**src/rtl/apnsd_pkg.sv**
```systemverilog
package apnsd_pkg;

    // Sample pairs decoded from one packet before the rest is skipped.
    localparam logic [11:0] PAIRS_PER_PACKET = 12'd1024;

    // Byte that escapes to a raw big-endian sample.
    localparam logic [7:0] ESCAPE_BYTE = 8'h80;

    // Packet byte positions that carry the length and the shift header.
    localparam logic [16:0] POS_LEN_HIGH = 17'd0;
    localparam logic [16:0] POS_LEN_LOW  = 17'd1;
    localparam logic [16:0] POS_HEADER   = 17'd2;

    // Progress through an escaped sample.
    typedef enum logic [1:0] {
        ESC_NONE = 2'd0,
        ESC_HIGH = 2'd1,
        ESC_LOW  = 2'd2
    } t_esc_phase;

    // One result item as it travels to the output register.
    typedef struct packed {
        logic signed [15:0] sample;
        logic               sample_valid;
        logic               channel;
        logic               last_in_packet;
        logic               packet_short;
    } t_result;

endpackage

```
**src/rtl/apnsd_in_stage.sv**
```systemverilog
module apnsd_in_stage
    import apnsd_pkg::*;
(
    input  logic       i_clk,
    input  logic       i_rst_n,
    input  logic       i_valid,
    input  logic [7:0] i_data_byte,
    input  logic       i_advance,
    output logic       o_ready,
    output logic       o_full,
    output logic [7:0] o_data_byte
);

    logic       r_valid;
    logic [7:0] r_data_byte;

    // The stage takes a new byte whenever it is empty or its byte moves on.
    assign o_ready     = !r_valid || i_advance;
    assign o_full      = r_valid;
    assign o_data_byte = r_data_byte;

    // Occupancy flag.
    always_ff @(posedge i_clk) begin
        if (!i_rst_n) begin
            r_valid <= 1'b0;
        end else if (i_valid && o_ready) begin
            r_valid <= 1'b1;
        end else if (i_advance) begin
            r_valid <= 1'b0;
        end
    end

    // Payload register, loaded on every input transfer.
    always_ff @(posedge i_clk) begin
        if (i_valid && o_ready) begin
            r_data_byte <= i_data_byte;
        end
    end

endmodule

```
**src/rtl/apnsd_core.sv**
```systemverilog
module apnsd_core
    import apnsd_pkg::*;
(
    input  logic       i_clk,
    input  logic       i_rst_n,
    input  logic       i_advance,
    input  logic [7:0] i_data_byte,
    output t_result    o_result
);

    logic [16:0] r_pos;
    logic [15:0] r_len;
    logic [3:0]  r_shift_first;
    logic [3:0]  r_shift_second;
    t_esc_phase  r_esc;
    logic [7:0]  r_esc_high;
    logic [11:0] r_done;
    logic        r_half;

    logic [16:0] n_pos;
    logic [15:0] n_len;
    logic [3:0]  n_shift_first;
    logic [3:0]  n_shift_second;
    t_esc_phase  n_esc;
    logic [7:0]  n_esc_high;
    logic [11:0] n_done;
    logic        n_half;

    logic        emit;
    logic [15:0] smp;
    logic [15:0] ext;
    logic [3:0]  shift;
    logic        packet_end;

    // Sign-extended byte shifted by the nibble for this half of the pair.
    assign shift = r_half ? r_shift_second : r_shift_first;
    assign ext   = {{8{i_data_byte[7]}}, i_data_byte};

    // Decode of one byte and next packet state.
    always_comb begin
        n_pos          = r_pos;
        n_len          = r_len;
        n_shift_first  = r_shift_first;
        n_shift_second = r_shift_second;
        n_esc          = r_esc;
        n_esc_high     = r_esc_high;
        n_done         = r_done;
        n_half         = r_half;
        emit           = 1'b0;
        smp            = 16'd0;
        o_result       = '0;

        if (r_pos == POS_LEN_HIGH) begin
            n_len = {i_data_byte, 8'd0};
        end else if (r_pos == POS_LEN_LOW) begin
            n_len = {r_len[15:8], i_data_byte};
        end else if (r_pos == POS_HEADER) begin
            n_shift_first  = i_data_byte[7:4];
            n_shift_second = i_data_byte[3:0];
        end else if (r_done < PAIRS_PER_PACKET) begin
            case (r_esc)
                ESC_HIGH: begin
                    n_esc_high = i_data_byte;
                    n_esc      = ESC_LOW;
                end
                ESC_LOW: begin
                    smp   = {r_esc_high, i_data_byte};
                    n_esc = ESC_NONE;
                    emit  = 1'b1;
                end
                default: begin
                    if (i_data_byte == ESCAPE_BYTE) begin
                        n_esc = ESC_HIGH;
                    end else begin
                        smp  = ext << shift;
                        emit = 1'b1;
                    end
                end
            endcase
            if (emit) begin
                o_result.sample_valid = 1'b1;
                o_result.sample       = smp;
                o_result.channel      = r_half;
                if (r_half) begin
                    n_done                  = r_done + 12'd1;
                    o_result.last_in_packet = (n_done == PAIRS_PER_PACKET);
                end
                n_half = !r_half;
            end
        end

        // The packet ends on the byte whose position equals length plus one.
        packet_end = (r_pos != POS_LEN_HIGH) && (r_pos == ({1'b0, n_len} + 17'd1));
        if (packet_end) begin
            o_result.packet_short = (n_done < PAIRS_PER_PACKET);
            n_pos      = '0;
            n_len      = '0;
            n_esc      = ESC_NONE;
            n_esc_high = '0;
            n_done     = '0;
            n_half     = 1'b0;
        end else begin
            n_pos = r_pos + 17'd1;
        end
    end

    // Packet state, stepped once for each byte that leaves the input register.
    always_ff @(posedge i_clk) begin
        if (!i_rst_n) begin
            r_pos          <= '0;
            r_len          <= '0;
            r_shift_first  <= '0;
            r_shift_second <= '0;
            r_esc          <= ESC_NONE;
            r_esc_high     <= '0;
            r_done         <= '0;
            r_half         <= 1'b0;
        end else if (i_advance) begin
            r_pos          <= n_pos;
            r_len          <= n_len;
            r_shift_first  <= n_shift_first;
            r_shift_second <= n_shift_second;
            r_esc          <= n_esc;
            r_esc_high     <= n_esc_high;
            r_done         <= n_done;
            r_half         <= n_half;
        end
    end

endmodule

```
**src/rtl/apnsd_out_stage.sv**
```systemverilog
module apnsd_out_stage
    import apnsd_pkg::*;
(
    input  logic    i_clk,
    input  logic    i_rst_n,
    input  logic    i_load,
    input  t_result i_result,
    input  logic    i_ready,
    output logic    o_can_load,
    output logic    o_valid,
    output t_result o_result
);

    logic    r_valid;
    t_result r_result;

    // A new result may enter when the register is empty or is being read out.
    assign o_can_load = !r_valid || i_ready;
    assign o_valid    = r_valid;
    assign o_result   = r_result;

    // Occupancy flag.
    always_ff @(posedge i_clk) begin
        if (!i_rst_n) begin
            r_valid <= 1'b0;
        end else if (i_load) begin
            r_valid <= 1'b1;
        end else if (i_ready) begin
            r_valid <= 1'b0;
        end
    end

    // Result register.
    always_ff @(posedge i_clk) begin
        if (i_load) begin
            r_result <= i_result;
        end
    end

endmodule

```
**src/rtl/audio_packet_nibble_shift_decoder.sv**
```systemverilog
// Channel   Direction  Handshake            Payload
// input     in         i_valid / o_ready    i_data_byte, i_chunk_end
// result    out        o_valid / i_ready    o_sample, o_sample_valid, o_channel,
//                                           o_last_in_packet, o_packet_short
//
// Every input byte gives exactly one result item: the byte is held in the input
// register, and its result then in the result register. One byte per cycle is
// sustained while the output side is ready; the packet state steps as a byte
// moves from the input register into the result register.
// Reset is synchronous and active low and clears the packet state and both
// occupancy flags. A stalled output holds its result while the input register
// still takes one more byte.
module audio_packet_nibble_shift_decoder
    import apnsd_pkg::*;
(
    input  logic               i_clk,
    input  logic               i_rst_n,
    input  logic               i_valid,
    output logic               o_ready,
    input  logic [7:0]         i_data_byte,
    input  logic               i_chunk_end,
    output logic               o_valid,
    input  logic               i_ready,
    output logic signed [15:0] o_sample,
    output logic               o_sample_valid,
    output logic               o_channel,
    output logic               o_last_in_packet,
    output logic               o_packet_short
);

    logic       in_full;
    logic [7:0] in_byte;
    logic       out_can_load;
    logic       advance;
    t_result    core_result;
    t_result    out_result;

    // The end of a container chunk does not change the packet state.
    logic       chunk_end_unused;
    assign chunk_end_unused = i_chunk_end;

    // A byte moves on when the result register can take its result.
    assign advance = in_full && out_can_load;

    apnsd_in_stage u_in_stage (
        .i_clk       (i_clk),
        .i_rst_n     (i_rst_n),
        .i_valid     (i_valid),
        .i_data_byte (i_data_byte),
        .i_advance   (advance),
        .o_ready     (o_ready),
        .o_full      (in_full),
        .o_data_byte (in_byte)
    );

    apnsd_core u_core (
        .i_clk       (i_clk),
        .i_rst_n     (i_rst_n),
        .i_advance   (advance),
        .i_data_byte (in_byte),
        .o_result    (core_result)
    );

    apnsd_out_stage u_out_stage (
        .i_clk      (i_clk),
        .i_rst_n    (i_rst_n),
        .i_load     (advance),
        .i_result   (core_result),
        .i_ready    (i_ready),
        .o_can_load (out_can_load),
        .o_valid    (o_valid),
        .o_result   (out_result)
    );

    assign o_sample         = out_result.sample;
    assign o_sample_valid   = out_result.sample_valid;
    assign o_channel        = out_result.channel;
    assign o_last_in_packet = out_result.last_in_packet;
    assign o_packet_short   = out_result.packet_short;

    // A result without a sample carries no sample, channel or last flag.
    a_empty_result: assert property (@(posedge i_clk) disable iff (!i_rst_n)
        o_valid && !o_sample_valid |-> o_sample == 16'd0 && !o_channel && !o_last_in_packet)
        else $error("result without a sample carries sample fields");

    // The last sample of a run closes a pair.
    a_last_is_second: assert property (@(posedge i_clk) disable iff (!i_rst_n)
        o_valid && o_last_in_packet |-> o_sample_valid && o_channel)
        else $error("last sample of a run is not the second of a pair");

    // A full run can never also be short.
    a_last_not_short: assert property (@(posedge i_clk) disable iff (!i_rst_n)
        o_valid |-> !(o_last_in_packet && o_packet_short))
        else $error("packet flagged both complete and short");

    // With both registers full and the output stalled, no byte is taken.
    a_full_stall: assert property (@(posedge i_clk) disable iff (!i_rst_n)
        in_full && o_valid && !i_ready |-> !o_ready)
        else $error("input transfer taken while the pipeline is blocked");

    // A stalled output does not let the packet state move.
    a_stall_holds: assert property (@(posedge i_clk) disable iff (!i_rst_n)
        o_valid && !i_ready |-> !advance)
        else $error("byte decoded while the result register is blocked");

endmodule

```
**config.mk**
```make
export PLATFORM = sky130hd
export DESIGN_NAME = audio_packet_nibble_shift_decoder
export DESIGN_NICKNAME = d
export VERILOG_FILES = /design/src/rtl/apnsd_pkg.sv /design/src/rtl/apnsd_in_stage.sv /design/src/rtl/apnsd_core.sv /design/src/rtl/apnsd_out_stage.sv /design/src/rtl/audio_packet_nibble_shift_decoder.sv
export SDC_FILE = /design/constraint.sdc
export NUM_CORES = 1
export LEC_CHECK = 0
export BUFFER_PORTS_ARGS = -buffer_cell sky130_fd_sc_hd__buf_2
export CORE_ASPECT_RATIO = 1.25
export CORE_MARGIN = 2
export CORE_UTILIZATION = 55
export DETAILED_ROUTE_END_ITERATION = 10
export PLACE_DENSITY = 0.87
export SYNTH_ARGS = -nofsm -noshare
export SYNTH_HDL_FRONTEND = slang
export SYNTH_SLANG_ARGS = --single-unit
```
**constraint.sdc**
```tcl
create_clock -name i_clk -period 3.7 [get_ports i_clk]
set_clock_uncertainty 0.2 [all_clocks]
set_input_delay 0.37 -clock i_clk [delete_from_list [all_inputs] [get_ports i_clk]]
set_output_delay 0.37 -clock i_clk [all_outputs]
set_load 0.03 [all_outputs]
```
# --- Yosys cells after proc, flatten, opt, wreduce, memory -nomap -nowiden ---
# Cells that the tools add are included.
classes:
  add_sub_neg: 3
  n_bitwise: 5
  order_cmp: 2
  n_eq_ne: 10
  mux: 45
  n_reduce_logical: 23
  n_shift: 1
op_table:
  columns: ["operator", "n"]
  rows:
  - ["two-way mux 12 bit", 7]
  - ["two-way mux 8 bit", 7]
  - ["two-way mux 16 bit", 3]
  - ["case mux 16 bit (2 select lines)", 1]
  - ["< comparator 12 x 11 -> 1 bit (second input constant)", 2]
  - ["AND reduction 6 bit", 3]
  - ["adder 16 x 1 -> 17 bit (second input constant)", 1]
  - ["adder 17 x 1 -> 17 bit (second input constant)", 1]
  - ["equality test 17 x 1 -> 1 bit (second input constant)", 1]
  - ["equality test 17 bit", 1]
  - ["equality test 17 x 2 -> 1 bit (second input constant)", 1]
  - ["logical NOT 17 bit", 1]
  - ["two-way mux 17 bit", 1]
  - ["nonzero test 17 bit", 1]
  - ["two-way mux 1 bit", 16]
  - ["left shift 16 x 4 -> 16 bit", 1]
  - ["adder 12 x 1 -> 12 bit (second input constant)", 1]
  - ["equality test 12 x 11 -> 1 bit (second input constant)", 1]
  - ["two-way mux 2 bit", 6]
  - ["nonzero test 2 bit", 5]
  - ["equality test 8 bit (second input constant)", 1]
  - ["inequality test 2 x 1 -> 1 bit (second input constant)", 3]
  - ["OR reduction 6 bit", 1]
  - ["NOT 1 bit", 5]
  - ["other kinds (13)", 18]
word_totals:
  inputBits: 13
  elab_cells: 105
  ff_bits: 94
  output_inout_bits: 22

# --- Logic depth before layout (Yosys ltp) ---
# Gate-level depths: netlist (run 1).
logic_depth:
  word_depth: 13
  mapped_depth: 20
  mapped_depth_nobuf: 16

# --- Hierarchy ---
# Synthesis (run 1) repeated with hierarchy kept, for this count alone.
hier_totals:
  hier_cells: 718
  hier_area_um2: 6049.6
by_module_without_submodules:
  columns: ["mod", "area_each_um2", "seq_area_each_um2", "cells_per_inst", "instances"]
  rows:
  - ["apnsd_core", 5096.1, 1281.2, 680, 1]
  - ["apnsd_out_stage", 649.4, 620.6, 24, 1]
  - ["apnsd_in_stage", 297.8, 260.2, 13, 1]
  - ["audio_packet_nibble_shift_decoder", 6.3, 0.0, 1, 1]

# --- Worst setup path after synthesis (run 1) ---
# OpenSTA, ideal clock, no wires.
synth_path:
  path_type: "reg2reg"
  startpoint: "register u_core.r_pos[8]"
  endpoint: "register u_out_stage.r_result (netlist bit u_out_stage.o_result[0]) (data pin)"
  t_required_ps: 3332
  path_buffers: 6
  setup_ps: 168
  setup_slack_ps: -353
  period_less_slack_ps: 4053
  t_arrival_ps: 3685
  path_stages_with_launch: 20
  cell_sequence: "dfxtp_1 -> clkbuf_2 -> nor4_4 -> and4_1 -> buf_4 -> buf_4 -> and2_1 -> buf_2 -> nor2_1 -> ha_1 -> xnor2_1 -> and2_1 -> a221oi_1 -> and4_1 -> o2111ai_1 -> nor4b_4 -> nand4b_4 -> buf_6 -> buf_6 -> nor4b_4"
synth_via:
  elab_chain_len: 6
  word_cells_on_any_way: 13
  classes_between: "1 x add/sub; 1 x order compare; 3 x eq/ne; 5 x mux; 3 x reduce/logical"
synth_lines:
  columns: ["item", "line", "rtl"]
  rows:
  - ["start: declaration", "apnsd_core.sv:11", "logic [16:0] r_pos;"]
  - ["start signal: assignment", "apnsd_core.sv:119", "r_pos <= n_pos;"]
  - ["equality test 17 x 1 -> 1 bit", "apnsd_core.sv:55", "end else if (r_pos == POS_LEN_LOW) begin"]
  - ["two-way mux 8 bit", "apnsd_core.sv:55", null]
  - ["two-way mux 16 bit", "apnsd_core.sv:53", "if (r_pos == POS_LEN_HIGH) begin"]
  - ["adder 16 x 1 -> 17 bit", "apnsd_core.sv:93", "packet_end = (r_pos != POS_LEN_HIGH) && (r_pos == ({1'b0, n_len} + 17'd1));"]
  - ["equality test 17 bit", "apnsd_core.sv:93", null]
  - ["logical AND 1 bit", "apnsd_core.sv:93", null]
  - ["end signal: assignment", "apnsd_out_stage.sv:36", "r_result <= i_result;"]
  - ["end: declaration", "apnsd_out_stage.sv:15", "t_result r_result;"]
# Several ways; a longest one is shown, not always the timed one.
# A chain may end at the register's enable or synchronous reset.

# --- Worst setup path in the final report (run 1) ---
layout_path:
  startpoint: "register u_core.r_pos[1]"
  endpoint: "register u_core.r_pos[14]"
layout_via:
  elab_chain_len: 7
  word_cells_on_any_way: 10
  classes_between: "2 x add/sub; 2 x eq/ne; 3 x mux; 3 x reduce/logical"
layout_lines:
  columns: ["item", "line", "rtl"]
  rows:
  - ["equality test 17 x 1 -> 1 bit", "apnsd_core.sv:55", null]
  - ["two-way mux 8 bit", "apnsd_core.sv:55", null]
  - ["two-way mux 16 bit", "apnsd_core.sv:53", null]
  - ["adder 16 x 1 -> 17 bit", "apnsd_core.sv:93", null]
  - ["equality test 17 bit", "apnsd_core.sv:93", null]
  - ["logical AND 1 bit", "apnsd_core.sv:93", null]
  - ["two-way mux 17 bit *", "apnsd_core.sv:94", "if (packet_end) begin"]
# Every way passes the cells marked *; elsewhere a longest branch is shown, timed or not.

==> results of run 1 <==
## where the power goes
part           leakage (nW)  switching (W)  internal (W)
Clock                 0.161       0.000432      0.000601
Sequential            0.805      0.0000233       0.00109
Combinational          1.69       0.000220      0.000132
## Yosys cell counts (all sizes together), types with 5 or more instances
cell type	count
nor2	94
nand2	70
dfxtp	66
nand3	49
mux2i	38
clkbuf	31
a21oi	29
edfxtp	28
xnor2	27
o21ai	26
inv	18
nor3	16
a31oi	13
xor2	13
buf	12
nand4	11
a22oi	10
and3	10
and2	8
ha	8
nor4	7
nor2b	6
a211oi	5
nor4b	5
or3	5
## critical path: stages (launching register included)
cell	delay (ns)
sky130_fd_sc_hd__dfxtp_1	0.32
sky130_fd_sc_hd__inv_2	0.08
sky130_fd_sc_hd__ha_4	0.14
sky130_fd_sc_hd__nor4b_4	0.17
sky130_fd_sc_hd__nand4_1	0.15
sky130_fd_sc_hd__buf_6	0.17
sky130_fd_sc_hd__mux2i_4	0.18
sky130_fd_sc_hd__nor2_2	0.09
sky130_fd_sc_hd__ha_2	0.20
sky130_fd_sc_hd__inv_1	0.07
sky130_fd_sc_hd__a211oi_2	0.42
sky130_fd_sc_hd__nand3_1	0.15
sky130_fd_sc_hd__xnor2_1	0.21
sky130_fd_sc_hd__a21oi_1	0.34
sky130_fd_sc_hd__nand4b_4	0.25
sky130_fd_sc_hd__o21ai_4	0.27
sky130_fd_sc_hd__buf_6	0.16
sky130_fd_sc_hd__buf_16	0.15
sky130_fd_sc_hd__nor2_1	0.04
## worst max-delay path by stage
stage / end / slack, ns
2_1_floorplan: u_out_stage.o_result[0] / -0.05
5_1_grt: u_core.r_pos[14] / -0.36
3_3_place_gp: u_core.r_done[9] / -0.08
3_5_place_dp: u_core.r_esc_high[5] / -0.27
6_report: u_core.r_pos[14] / -0.19
4_1_cts: u_core.r_pos[7] / -0.20
## cell families after synthesis
family | Yosys count
mux | 40
fa+ha+maj | 8
simple gates | 295
xor+xnor | 40
compound gates | 114
buf+inv | 61
flops | 94
## routing by layer
metal  track usage (%)  share of wire [%]
met5                 0                  0
met1              33.6                 37
met2              54.2                 51
met3              4.49                6.1
met4              19.2                6.2
## flip-flops by register name (all words and copies together), names as in the netlist
register,count
u_core.r_shift_first,4
u_core.r_half,1
u_out_stage.o_valid,1
u_core.r_esc_high,8
u_core.r_esc,2
u_core.r_shift_second,4
u_out_stage.o_result,20
u_in_stage.o_data_byte,8
u_core.r_len,16
u_core.r_pos,17
u_in_stage.o_full,1
u_core.r_done,12
## layout by cell type, fill, tap and decap left out, types with 4 or more instances in the layout
master                          synthesis  final
sky130_fd_sc_hd__a31oi_1               13     13
sky130_fd_sc_hd__inv_1                 18     17
sky130_fd_sc_hd__dfxtp_1               66     63
sky130_fd_sc_hd__xnor2_1               27     26
sky130_fd_sc_hd__dlygate4sd3_1          0      5
sky130_fd_sc_hd__and2_1                 8      6
sky130_fd_sc_hd__nor2_1                94     72
sky130_fd_sc_hd__nor2_4                 0     14
sky130_fd_sc_hd__o21ai_0               20     20
sky130_fd_sc_hd__a22o_1                 4      4
sky130_fd_sc_hd__o211ai_1               4      4
sky130_fd_sc_hd__buf_4                  5     58
sky130_fd_sc_hd__a21oi_2                0      6
sky130_fd_sc_hd__nor4_1                 4      4
sky130_fd_sc_hd__buf_6                  3      7
sky130_fd_sc_hd__ha_1                   8      6
sky130_fd_sc_hd__nand2_1               69     69
sky130_fd_sc_hd__nand3_4                0      4
sky130_fd_sc_hd__or3_1                  5      5
sky130_fd_sc_hd__nand3_1               49     43
sky130_fd_sc_hd__a22oi_1               10     10
sky130_fd_sc_hd__edfxtp_1              28     28
sky130_fd_sc_hd__nor3_1                16     16
sky130_fd_sc_hd__a21oi_1               29     23
sky130_fd_sc_hd__nand4_1               11     11
sky130_fd_sc_hd__and3_1                10     10
sky130_fd_sc_hd__nor2_2                 0      8
sky130_fd_sc_hd__nor2b_1                6      6
sky130_fd_sc_hd__clkbuf_16              0      9
sky130_fd_sc_hd__mux2i_1               38     37
sky130_fd_sc_hd__xor2_1                13     13
sky130_fd_sc_hd__inv_6                  0      4
sky130_fd_sc_hd__o21ai_1                5      5
sky130_fd_sc_hd__buf_2                  3     33
## timing repair
action                                 CTS  global route
pin swaps                               31            26
endpoints found under the hold margin    5             0
setup endpoints to repair               57            57
gates resized for setup                 38            48
buffers inserted                         8             6
hold buffers                             5             0
cloned                                   3             0
## per-stage QoR
step	setup TNS, ns	hold WS [ns]	instances	area, sq um	total power, W
final	-5.54	0.0108	859	6960	0.00250
after global routing	-14.67	0.00549	859	6960	0.00257
after CTS	-8.36	0.00240	856	6780	0.00248
after detailed placement	-11.18	0.285	824	6120	0.00144
after global placement	-2.09	0.266	824	6120	0.00143
after floorplan	-0.121	0.253	652	5600	0.00134
## layout make-up
class	count	area, sq um	share of cell area, %
tap	126	158	2.27
inverter	18	67.6	0.971
clock buffer	9	225	3.24
clock inverter	7	100	1.44
multi-input combinational	497	3400	48.9
sequential	94	2170	31.1
timing repair buffer	108	840	12.1
==> out/results.txt, run 1 <==
Counting flops with a built-in enable in the synthesized netlist gives 28. For hold timing, the worst endpoint is u_in_stage.o_data_byte[5]. Synthesis produced a netlist whose cell count is 652.

The run gives 704 as the filler cell count in the final layout. In the post-synthesis netlist, the biggest area contributors are sky130_fd_sc_hd__dfxtp_1, sky130_fd_sc_hd__edfxtp_1, sky130_fd_sc_hd__mux2i_1. In this run, synthesis produced a sequential element count of 94. The number of buffers inserted by port buffering is 33. The path class of the tightest hold or removal check is primary input to flop. The synthesized netlist devotes 13.9% of its cell area to compound gates. The run gives 0 as the remaining global-route overflow. At the worst endpoint, the required time is 3.75 ns. The run finished, with violations left. The cell area that synthesis handed to floorplanning was 5520 sq um. The weighted congestion at the end of routability-driven global placement was 0.954; the count of yosys warnings during synthesis was 0. Of the total synthesized cell area, the portion taken by AND, OR, NAND and NOR gates is 26.5%.

For the post-placement setup slack, the log shows -0.268 ns. The core region area is 9710 sq um, and the number of optimization iterations in the first detailed-route pass is 5. For the effective utilization at floorplan, the log shows 56.9%. STA classifies the critical path endpoint as a flop. The utilization of the core after routing is 71.7%, and the total power per unit cell area is 359 nW/um^2. For the final number of hold-violating endpoints, the log shows 0.

The die is 116 um tall. Summed over all nets, the half-perimeter wirelength after detailed placement is 10,700 um. The synthesized netlist devotes 6.34% of its cell area to XOR and XNOR gates. Measured along the x axis, the die boundary spans 93.6 um. The logs give 257 MHz for the peak clock frequency supported by timing and 673 for the post-synth net total. For the maximum level of the CTS H-tree, the log shows 3. In the synthesized netlist the dominant register cell turns out to be sky130_fd_sc_hd__dfxtp_1. The floorplan has 40 rows.

The synthesized netlist contains 65 unique library cells. The run gives 0 as the number of inserted diodes. The static leakage is 2.66 nW. Headroom to the max-slew limit came out at 55.5%. The depth of the worst register-to-register path was 18. For the pin with the worst max-slew slack, the measured transition is 0.649 ns.

Type of the setup path with the least slack: flop to flop. The first global-routing pass estimated 25,500 um of wire. Cell depth of the worst hold path: 1. Setup repair after global routing could not meet its margin everywhere. Max-slew violation count: 0. The fraction of synthesized cell area taken by the top area cell type is 23.9%.

IR analysis of the VDD net gives a maximum drop of 0.000253 V. The via density per instance came out at 6.20. At the later pin of the worst-skew pair, clock insertion delay measures 0.36 ns. For the finished layout, the period the worst path requires is 3.89 ns. Setup slack after layout: -0.192 ns. The mean cell area of the mapped netlist was 8.47 sq um; the count of clock tree sinks was 94. The die covers 10,900 sq um.

The checks that failed: negative setup slack. TritonCTS built the clock tree. Capture point of the worst reg-to-reg path: u_core.r_pos[14]. The number of clock buffers added by TritonCTS is 9. The wire length per cell is 19.0 um.

In the final design database the tool counted 749 nets. The overall via count from detail_route is 5,328. The startpoint identified for the worst hold timing path is i_data_byte[5]. The deepest clock path buffer count is 2, and the total routed wirelength is 16,400 um.

The worst flop-to-flop path startpoint was u_core.r_pos[1]. The arrival time at the worst endpoint is 3.94 ns, and the ratio of cells with drive above 1 in the final layout is 25.2%. The via count of the first global-routing pass was 5,257.

In this run the worst setup path begins at u_core.r_pos[1]. The layout overhead on the synthesized area is 26.0%. In this run the worst path has a maximum fanout of 8. The final critical path takes up 105% of the cycle.

In this run the remaining antenna-violating nets after routing total 0. The tree is rooted in a sky130_fd_sc_hd__clkbuf_16. Setup violations remaining at the end of the flow were counted as 56.

The async set-reset flop share out of synthesis was 0%; the number of antenna violations at the first check in global routing was 0. 35 I/O pins were placed. The worst setup path is launched from a flop. Summing the sequential cell areas from Yosys gives 39.1% of the chip area. Multiplexer fraction of the synthesized cell area: 7.29%. After Yosys synthesis, full adders, half adders and majority gates account for 1.81% of the synthesized area.

For the detailed router's first-iteration violation count, the log shows 439. Worst-case register-to-register setup slack: -0.19 ns. The biggest area consumer among synthesized cells was sky130_fd_sc_hd__dfxtp_1. The run gives 30.3% as the overall global routing resource usage. Dominant combinational cell family by area after synthesis: simple AND/OR/NAND/NOR gates.

Max-cap check violation count: 0. Clock-pin slew was measured on the worst setup and hold paths at 0.07 ns. In the routed design, unresolved DRC markers number 0. The pin count of the biggest net entering global routing was 41.
No activity file was read; power rests on OpenSTA's default activity.
==> run 2, diff against run 1 <==
--- a/config.mk
+++ b/config.mk
@@ -13,4 +13,5 @@
 export PLACE_DENSITY = 0.87
 export SYNTH_ARGS = -nofsm -noshare
 export SYNTH_HDL_FRONTEND = slang
+export SYNTH_HIERARCHICAL = 1
 export SYNTH_SLANG_ARGS = --single-unit
==> out/results.txt, run 2 <==
The tools report the distinct cell type count after synthesis as 77 (+18%). The run gives 0 (unchanged) as the final number of hold-violating endpoints. The setup slack after layout is -0.0239 ns (+0.168 ns), and the static leakage is 2.86 nW (+7.5%). The number of antenna violations at the first check in global routing was 0 (unchanged); the number of optimization iterations in the first detailed-route pass was 6 (+1). The share of the yosys chip area belonging to registers is 35.7% (-3.4 points).

The via count of the first global-routing pass was 5,488 (+4.4%). The worst setup path is launched from a flop. The post-placement setup slack is -0.0621 ns (+0.206 ns), and the post-route antenna net violation count is 0 (unchanged).

The logs give 3.74 ns (-0.20 ns) for the arrival time at the worst endpoint and 0 (unchanged) for the number of inserted diodes. Ranked by instance count, the synthesized netlist is headed by sky130_fd_sc_hd__nor2_1, sky130_fd_sc_hd__dfxtp_1, sky130_fd_sc_hd__nand2_1, sky130_fd_sc_hd__a21oi_1, sky130_fd_sc_hd__nand3_1. The critical path in this run is classified as flop to flop. The async set-reset flop share out of synthesis is 0% (unchanged). Overall global routing resource usage: 28.1% (-2.2 points). The peak supply drop is 0.000255 V (+0.72%), and the effective utilization at floorplan is 56.7% (-0.19 points).

The number of register bits inferred by synthesis is 94 (unchanged), and the area of the die is 11,900 sq um (+9.1%). The primary flip-flop cell chosen by synthesis mapping is sky130_fd_sc_hd__dfxtp_1. The depth of the worst register-to-register path came out at 13 (-5).

The setup-violating endpoint count in the final report was 2 (-96%). The maximum fanout count along the critical path works out to 5 (-3). For the post-synth net total, the log shows 741 (+10%). The path type of the worst min-delay path was primary input to flop. Fraction of synthesized cell area taken by the top area cell type: 21.8% (-2.1 points). The total power per unit cell area is 338 nW/um^2 (-5.8%), and the I/O pin total is 35 (unchanged). The cell depth of the worst hold path is 3 (+2). Number of cells after detailed placement: 887 (+7.6%).

The mean cell area of the mapped netlist was 8.43 sq um (-0.55%). Depth of the critical timing path with buffers and inverters included: 13 (-5). Via density per instance: 6.51 (+4.9%).

Leaving out fill and tap cells, the most frequent cells in the layout are sky130_fd_sc_hd__nor2_1, sky130_fd_sc_hd__dfxtp_1, sky130_fd_sc_hd__buf_4. The run gives 2 (unchanged) as the deepest clock path buffer count. Among cell families on the critical path, the largest total delay comes from simple AND/OR/NAND/NOR gates. For the utilization of the core after routing, the log shows 67.2% (-4.4 points).

The run gives 920 (+7.1%) as the final standard cell count with taps included and fillers excluded. The cell area after layout was 7170 sq um (+3.1%). The run gives 10,700 sq um (+9.9%) as the core region area.

Weighted congestion at the end of routability-driven global placement: 0.988 (+3.5%). The overall via count from detail_route came out at 5,985 (+12%). The time the worst path needs with I/O delays and setup is 3.72 ns (-0.168 ns), and the post-synth design cell area is 6050 sq um (+9.5%). Number of buffers inserted by port buffering: 33 (unchanged).

STA classifies the critical path endpoint as a flop. The count of clock tree sinks is 94 (unchanged). The tools report the worst relative slew slack as 46.0% (-9.4 points).

The filler cell count in the final layout is 836 (+19%), and the flip-flop count of the largest register after layout is 20 (unchanged). The height of the die came out at 121 um (+4.5%). The number of enable-type register cells in the synthesized netlist is 28 (unchanged), and the layout overhead on the synthesized area is 18.6%. TritonCTS built the clock tree. For the maximum level of the CTS H-tree, the log shows 3 (unchanged).

The run gives 806 (+7.6%) as the total number of nets in the final design. The number of standard-cell rows in the floorplan came out at 42 (+5.0%). The clock transition time at the flip-flop clock pins of the worst setup and hold paths came out at 0.07 ns (about the same).

The biggest area contributor in the post-synthesis netlist is sky130_fd_sc_hd__dfxtp_1. Yosys instantiated no cell more often than sky130_fd_sc_hd__nor2_1. The ratio of cells with drive above 1 in the final layout works out to 22.2% (-3.0 points). The tools report the max-slew violation count as 0 (unchanged). The worst path required time came out at 3.72 ns (-0.03 ns). The peak clock frequency supported by timing was 269 MHz (+4.5%). Walking the worst path, the cells encountered are nor4_4, nand4_1, mux2_4, xnor2_2, or3_1, o41ai_2, o2111ai_2, nor4b_4, buf_4, clkbuf_16, buf_6, a21o_1, a31oi_1. On the critical path, the stage with the largest delay is an instance of sky130_fd_sc_hd__nor4_4. The final cycle utilization of the critical path came out at 101% (-4.5 points). The tools report the final hold slack as 0.0884 ns (+0.0777 ns). The final reports fail on negative setup slack. The logs give 17,300 um (+5.7%) for the total routed wirelength and 51 (+24%) for the pin count of the biggest net entering global routing. The horizontal die dimension works out to 97.8 um (+4.4%). In the post-synthesis netlist, the biggest area contributors are sky130_fd_sc_hd__dfxtp_1, sky130_fd_sc_hd__edfxtp_1, sky130_fd_sc_hd__nor2_1. The critical path buffer and inverter count was 3 (-2). The remaining global-route overflow is 0 (unchanged). The max-cap check violation count is 0 (unchanged), and the number of instances in the synthesized netlist is 718 (+10%). The run gives 6 (+6) as the count of yosys warnings during synthesis. Largest stage delay on the critical path: 0.40 ns (-0.02 ns).

The number of buffers created by CTS is 9 (unchanged), and the wire length per cell is 18.8 um (-1.3%). The run gives 0.35 ns (about the same) as the clock insertion delay at the later pin of the skew report. The flow ran to the end, but the final reports show violations. The tools report the post-detailed-placement cell area as 6560 sq um (+7.3%). The run gives 26,900 um (+5.3%) as the wire length of the first global-routing pass.

The clock tree root buffer cell was sky130_fd_sc_hd__clkbuf_16. The run gives 0 (unchanged) as the final routed DRC violation total. Transition time of the tightest slew-check pin: 0.787 ns (+0.138 ns). The logs give 11,700 um (+9.0%) for the detailed-placement wirelength estimate and 647 (+47%) for the detailed router's first-iteration violation count. Leaving out fill and tap cells, the most frequent cell in the layout is sky130_fd_sc_hd__nor2_1.

Setup repair after global routing could not meet its margin everywhere.
## run 2: cells by family after synthesis
family	after synthesis	share of synthesized area, %
AND/OR/NAND/NOR	309	27.4
AO/OA/AOI/OAI	163	18.2
flip-flops	94	35.7
buffers and inverters	72	5.60
multiplexers	36	6.14
XOR/XNOR	34	4.92
adder cells (fa/ha/maj)	10	2.07
## run 2: worst min-delay path: stages
cell and delay [ns]:
sky130_fd_sc_hd__buf_2 0.10, sky130_fd_sc_hd__inv_1 0.06, sky130_fd_sc_hd__a21boi_2 0.05
## run 2: routing by layer
layer  up-vias  GRT usage [%]  wire, um
met5         -              0         0
met4         0           15.5       829
met3        75           3.00      1310
met2       358           49.9      8620
met1      2810           33.2      6520
li1       2742              -         -
## run 2: through the flow
step / total power, W / setup TNS, ns
after floorplan: 0.00140 / 0
after global placement: 0.00151 / 0
after detailed placement: 0.00152 / -1.13
after CTS: 0.00240 / 0
after global routing: 0.00250 / -0.969
final: 0.00243 / -0.0270
## run 2: what timing repair did
action,4_1_cts,5_1_grt
cloned,0,3
hold buffers,8,0
pin swaps,1,24
buffers inserted,0,6
setup endpoints to repair,46,56
endpoints found under the hold margin,8,0
resized for setup,1,34
## run 2: final cells by class
class	instances	area [sq um]	share of cell area (%)
Clock buffer	11	243	3.38
Clock inverter	5	33.8	0.471
Inverter	20	75.1	1.05
Multi-Input combinational cell	553	3710	51.7
Sequential cell	94	2170	30.2
Tap cell	132	165	2.30
Timing Repair Buffer	105	779	10.9
## run 2: final timing paths
kind,end,slack (ns),startpoint
worst min register to register,u_core/r_done[11],0.29,u_core/r_done[11]
worst min-delay path,u_in_stage/o_full,0.09,i_valid
worst max register to register,u_core/r_len[4],-0.02,u_core/r_pos[9]
worst max-delay path,u_core/r_len[4],-0.02,u_core/r_pos[9]
## run 2: power breakdown
part / leakage, nW / switching [W] / total (W) / internal (W)
Clock: 0.132 / 0.000409 / 0.000884 / 0.000475
Combinational: 1.92 / 0.000252 / 0.000412 / 0.000160
Sequential: 0.806 / 0.0000330 / 0.00113 / 0.00110
Total: 2.86 / 0.000694 / 0.00243 / 0.00173
==> run 3, diff against run 2 <==
--- a/config.mk
+++ b/config.mk
@@ -5,10 +5,11 @@
 export SDC_FILE = /design/constraint.sdc
 export NUM_CORES = 1
 export LEC_CHECK = 0
-export BUFFER_PORTS_ARGS = -buffer_cell sky130_fd_sc_hd__buf_2
+export BUFFER_PORTS_ARGS = -buffer_cell sky130_fd_sc_hd__buf_4
 export CORE_ASPECT_RATIO = 1.25
 export CORE_MARGIN = 2
 export CORE_UTILIZATION = 55
+export CTS_CLUSTER_SIZE = 25
 export DETAILED_ROUTE_END_ITERATION = 10
 export PLACE_DENSITY = 0.87
 export SYNTH_ARGS = -nofsm -noshare
==> out/results.txt, run 3 (synthesis gave the netlist of run 2 again) <==
The hold path startpoint is i_data_byte[4]. The run gives 17,300 um (about the same) as the total routed wirelength. The logs give 0.000252 V (-0.98%) for the peak supply drop and 0.34 ns (about the same) for the clock insertion delay at the later pin of the skew report.

Critical path capture point type: a flop. The run gives 270 MHz (+0.61%) as the peak clock frequency supported by timing. For the final number of hold-violating endpoints, the log shows 0 (unchanged). For the pin count of the biggest net entering global routing, the log shows 41 (-20%). The time the worst path needs with I/O delays and setup was 3.70 ns (-0.0227 ns); the deepest clock path buffer count was 2 (unchanged).

The max-cap check violation count is 0 (unchanged), and the worst path required time is 3.73 ns (about the same). The clock transition time at the flip-flop clock pins of the worst setup and hold paths was 0.06 ns (about the same). The final routed DRC violation total came out at 0 (unchanged). The capture point of the worst reg-to-reg path is u_core/r_done[7].

The tools report the post-detailed-placement cell area as 6640 sq um (+1.1%). The tools report the cell area after layout as 7270 sq um (+1.3%). The run gives 5,518 (+0.55%) as the via count of the first global-routing pass. The effective utilization at floorplan was 56.7% (unchanged); the post-route antenna net violation count was 0 (unchanged).

The number of buffers inserted by port buffering works out to 33 (unchanged). The logs give 5 (-1) for the number of optimization iterations in the first detailed-route pass and 2.88 nW (+0.61%) for the static leakage. The depth of the worst register-to-register path came out at 16 (+3). The library cells used most frequently in the layout, excluding fill and tap cells, are sky130_fd_sc_hd__buf_4, sky130_fd_sc_hd__nor2_1, sky130_fd_sc_hd__dfxtp_1. The total power per unit cell area was 339 nW/um^2 (+0.31%); the height of the die was 121 um (unchanged). Cell depth of the worst hold path: 1 (-2). For the wire length of the first global-routing pass, the log shows 27,200 um (+1.2%). Signal routing reaches up to met4.

The overall via count from detail_route is 5,926 (-0.99%), and the overall global routing resource usage is 28.1% (about the same). Worst relative slew slack: 27.7% (-18 points). The setup slack after layout was -0.00122 ns (+0.0227 ns). The run gives 94 (unchanged) as the count of clock tree sinks.

Setup repair after global routing could not meet its margin everywhere. The number of inserted diodes was 0 (unchanged); the total number of nets in the final design was 802 (-0.50%). The horizontal die dimension is 97.8 um (unchanged). The worst hold path terminates at u_in_stage/o_data_byte[4]. Worst flop-to-flop path startpoint: u_core/r_pos[16]. The routed length on met2 came out at 8560 um (-0.66%).

The most common library cell in the layout ignoring fill and taps is sky130_fd_sc_hd__buf_4. Clock tree root buffer cell: sky130_fd_sc_hd__clkbuf_16. The tools report the number of antenna violations at the first check in global routing as 0 (unchanged). The flow ran to the end, but the final reports show violations.

For the setup-violating endpoint count in the final report, the log shows 1 (-1). The maximum level of the CTS H-tree came out at 3 (unchanged). The maximum fanout count along the critical path came out at 7 (+2).

The worst-case register-to-register setup slack was -0.001 ns (+0.02 ns). The tools report the core region area as 10,700 sq um (unchanged). The critical path in this run is classified as flop to flop. The tools report the arrival time at the worst endpoint as 3.73 ns (about the same). The detailed router's first-iteration violation count was 604 (-6.6%). TritonCTS built the clock tree. Via density per instance: 6.47 (-0.55%). The number of buffers created by CTS was 9 (unchanged); the I/O pin total was 35 (unchanged).

The ratio of cells with drive above 1 in the final layout was 23.2% (+1.0 points). Transition time of the tightest slew-check pin: 1.08 ns (+0.297 ns). The max-slew violation count came out at 0 (unchanged). The wire length per cell works out to 18.9 um (+0.41%). The tools report the detailed-placement wirelength estimate as 11,500 um (-1.3%). The checks that failed: negative setup slack.

The flip-flop count of the largest register after layout works out to 20 (unchanged). Remaining global-route overflow: 0 (unchanged). In this run the worst hold path is classified as primary input to flop. For the final standard cell count with taps included and fillers excluded, the log shows 916 (-0.43%).

Compared with the post-synthesis result, the final layout area differs by 20.1%. The run gives 1390 um (+6.1%) as the wire length on met3. The weighted congestion at the end of routability-driven global placement came out at 0.995 (+0.71%).

Met1 layer wirelength in the final routing: 6540 um (+0.26%). The area of the die is 11,900 sq um (unchanged), and the number of cells after detailed placement is 886 (-0.11%). Final cycle utilization of the critical path: 100% (-0.61 points). STA classifies the critical path startpoint as a flop. Number of standard-cell rows in the floorplan: 42 (unchanged).
==> run 3: cell count changes in the layout (fill, tap and decap cells not counted), moves of 3 or more <==
cell,delta
sky130_fd_sc_hd__buf_4,+35
sky130_fd_sc_hd__nor2_2,+5
sky130_fd_sc_hd__nor2_1,-8
sky130_fd_sc_hd__buf_2,-33
sky130_fd_sc_hd__nor2_4,+3
sky130_fd_sc_hd__dlygate4sd3_1,-5
==> run 3: cell type report <==
| class | count | area [sq um] |
|---|---|---|
| Clock inverter | 4 | 50.0 |
| Fill cell | 820 | 3400 |
| Timing Repair Buffer | 102 | 836 |
| Inverter | 20 | 75.1 |
| Multi-Input combinational cell | 552 | 3740 |
| Tap cell | 132 | 165 |
| Sequential cell | 94 | 2170 |
| Clock buffer | 12 | 236 |
==> run 3: per-layer routing <==
layer	GRT usage, %	vias to the layer above
li1	-	2723
met5	0	-
met2	49.7	351
met1	34.1	2778
met3	3.92	74
met4	12.5	0
==> run 3: worst max-delay path, cell delays in order, from the launching register on <==
cell and delay (ns):
sky130_fd_sc_hd__dfxtp_2 0.33, sky130_fd_sc_hd__nor4_4 0.34, sky130_fd_sc_hd__buf_4 0.18, sky130_fd_sc_hd__buf_4 0.11
sky130_fd_sc_hd__nand4_4 0.10, sky130_fd_sc_hd__nor2_4 0.16, sky130_fd_sc_hd__a22o_1 0.22, sky130_fd_sc_hd__ha_4 0.19
sky130_fd_sc_hd__o211ai_1 0.14, sky130_fd_sc_hd__or2_1 0.25, sky130_fd_sc_hd__o211ai_1 0.24, sky130_fd_sc_hd__o21ai_2 0.11
sky130_fd_sc_hd__nor4b_4 0.37, sky130_fd_sc_hd__buf_12 0.16, sky130_fd_sc_hd__buf_6 0.12, sky130_fd_sc_hd__o21ai_1 0.08
sky130_fd_sc_hd__a32o_1 0.28
==> run 3: power breakdown <==
| part | internal, W | switching (W) |
|---|---|---|
| registers | 0.00110 | 0.0000321 |
| logic | 0.000167 | 0.000253 |
| clock network | 0.000524 | 0.000392 |
| total | 0.00179 | 0.000677 |
==> run 3: what timing repair did <==
item                                    in CTS  in global routing
resized for setup                            9                 41
endpoints found under the hold margin        0                  3
pin swaps                                    3                 26
buffers inserted                             0                 10
endpoints found under the setup margin      53                 57
gates cloned                                 0                  1
hold buffers                                 0                  3
==> run 3: stage by stage <==
step	hold slack, ns	power (W)	setup WS, ns	setup TNS (ns)	utilization [%]
2_1_floorplan	0.229	0.00140	0.108	0	-
3_3_place_gp	0.243	0.00152	-0.00586	-0.0197	62.2
3_5_place_dp	0.269	0.00153	-0.168	-4.48	62.2
4_1_cts	0.000907	0.00244	0.00202	0	65.4
5_1_grt	0.00508	0.00255	-0.0954	-2.78	68.1
6_report	0.00601	0.00247	-0.00122	-0.00122	68.1
==> run 3: worst max-delay path by stage <==
stage                           from                      end  slack (ns)  depth (start not counted)
finish              u_core/r_pos[16]         u_core/r_done[7]      -0.001                         16
global route        u_core/r_pos[16]  u_out_stage/o_result[0]        -0.1                         16
CTS                  u_core/r_pos[1]          u_core/r_len[1]       0.002                         14
detailed placement   u_core/r_pos[1]          u_core/r_len[1]       -0.17                         14
global placement     u_core/r_pos[0]     u_core/r_esc_high[4]      -0.006                         14
floorplan            u_core/r_pos[9]         u_core/r_done[7]        0.11                         17
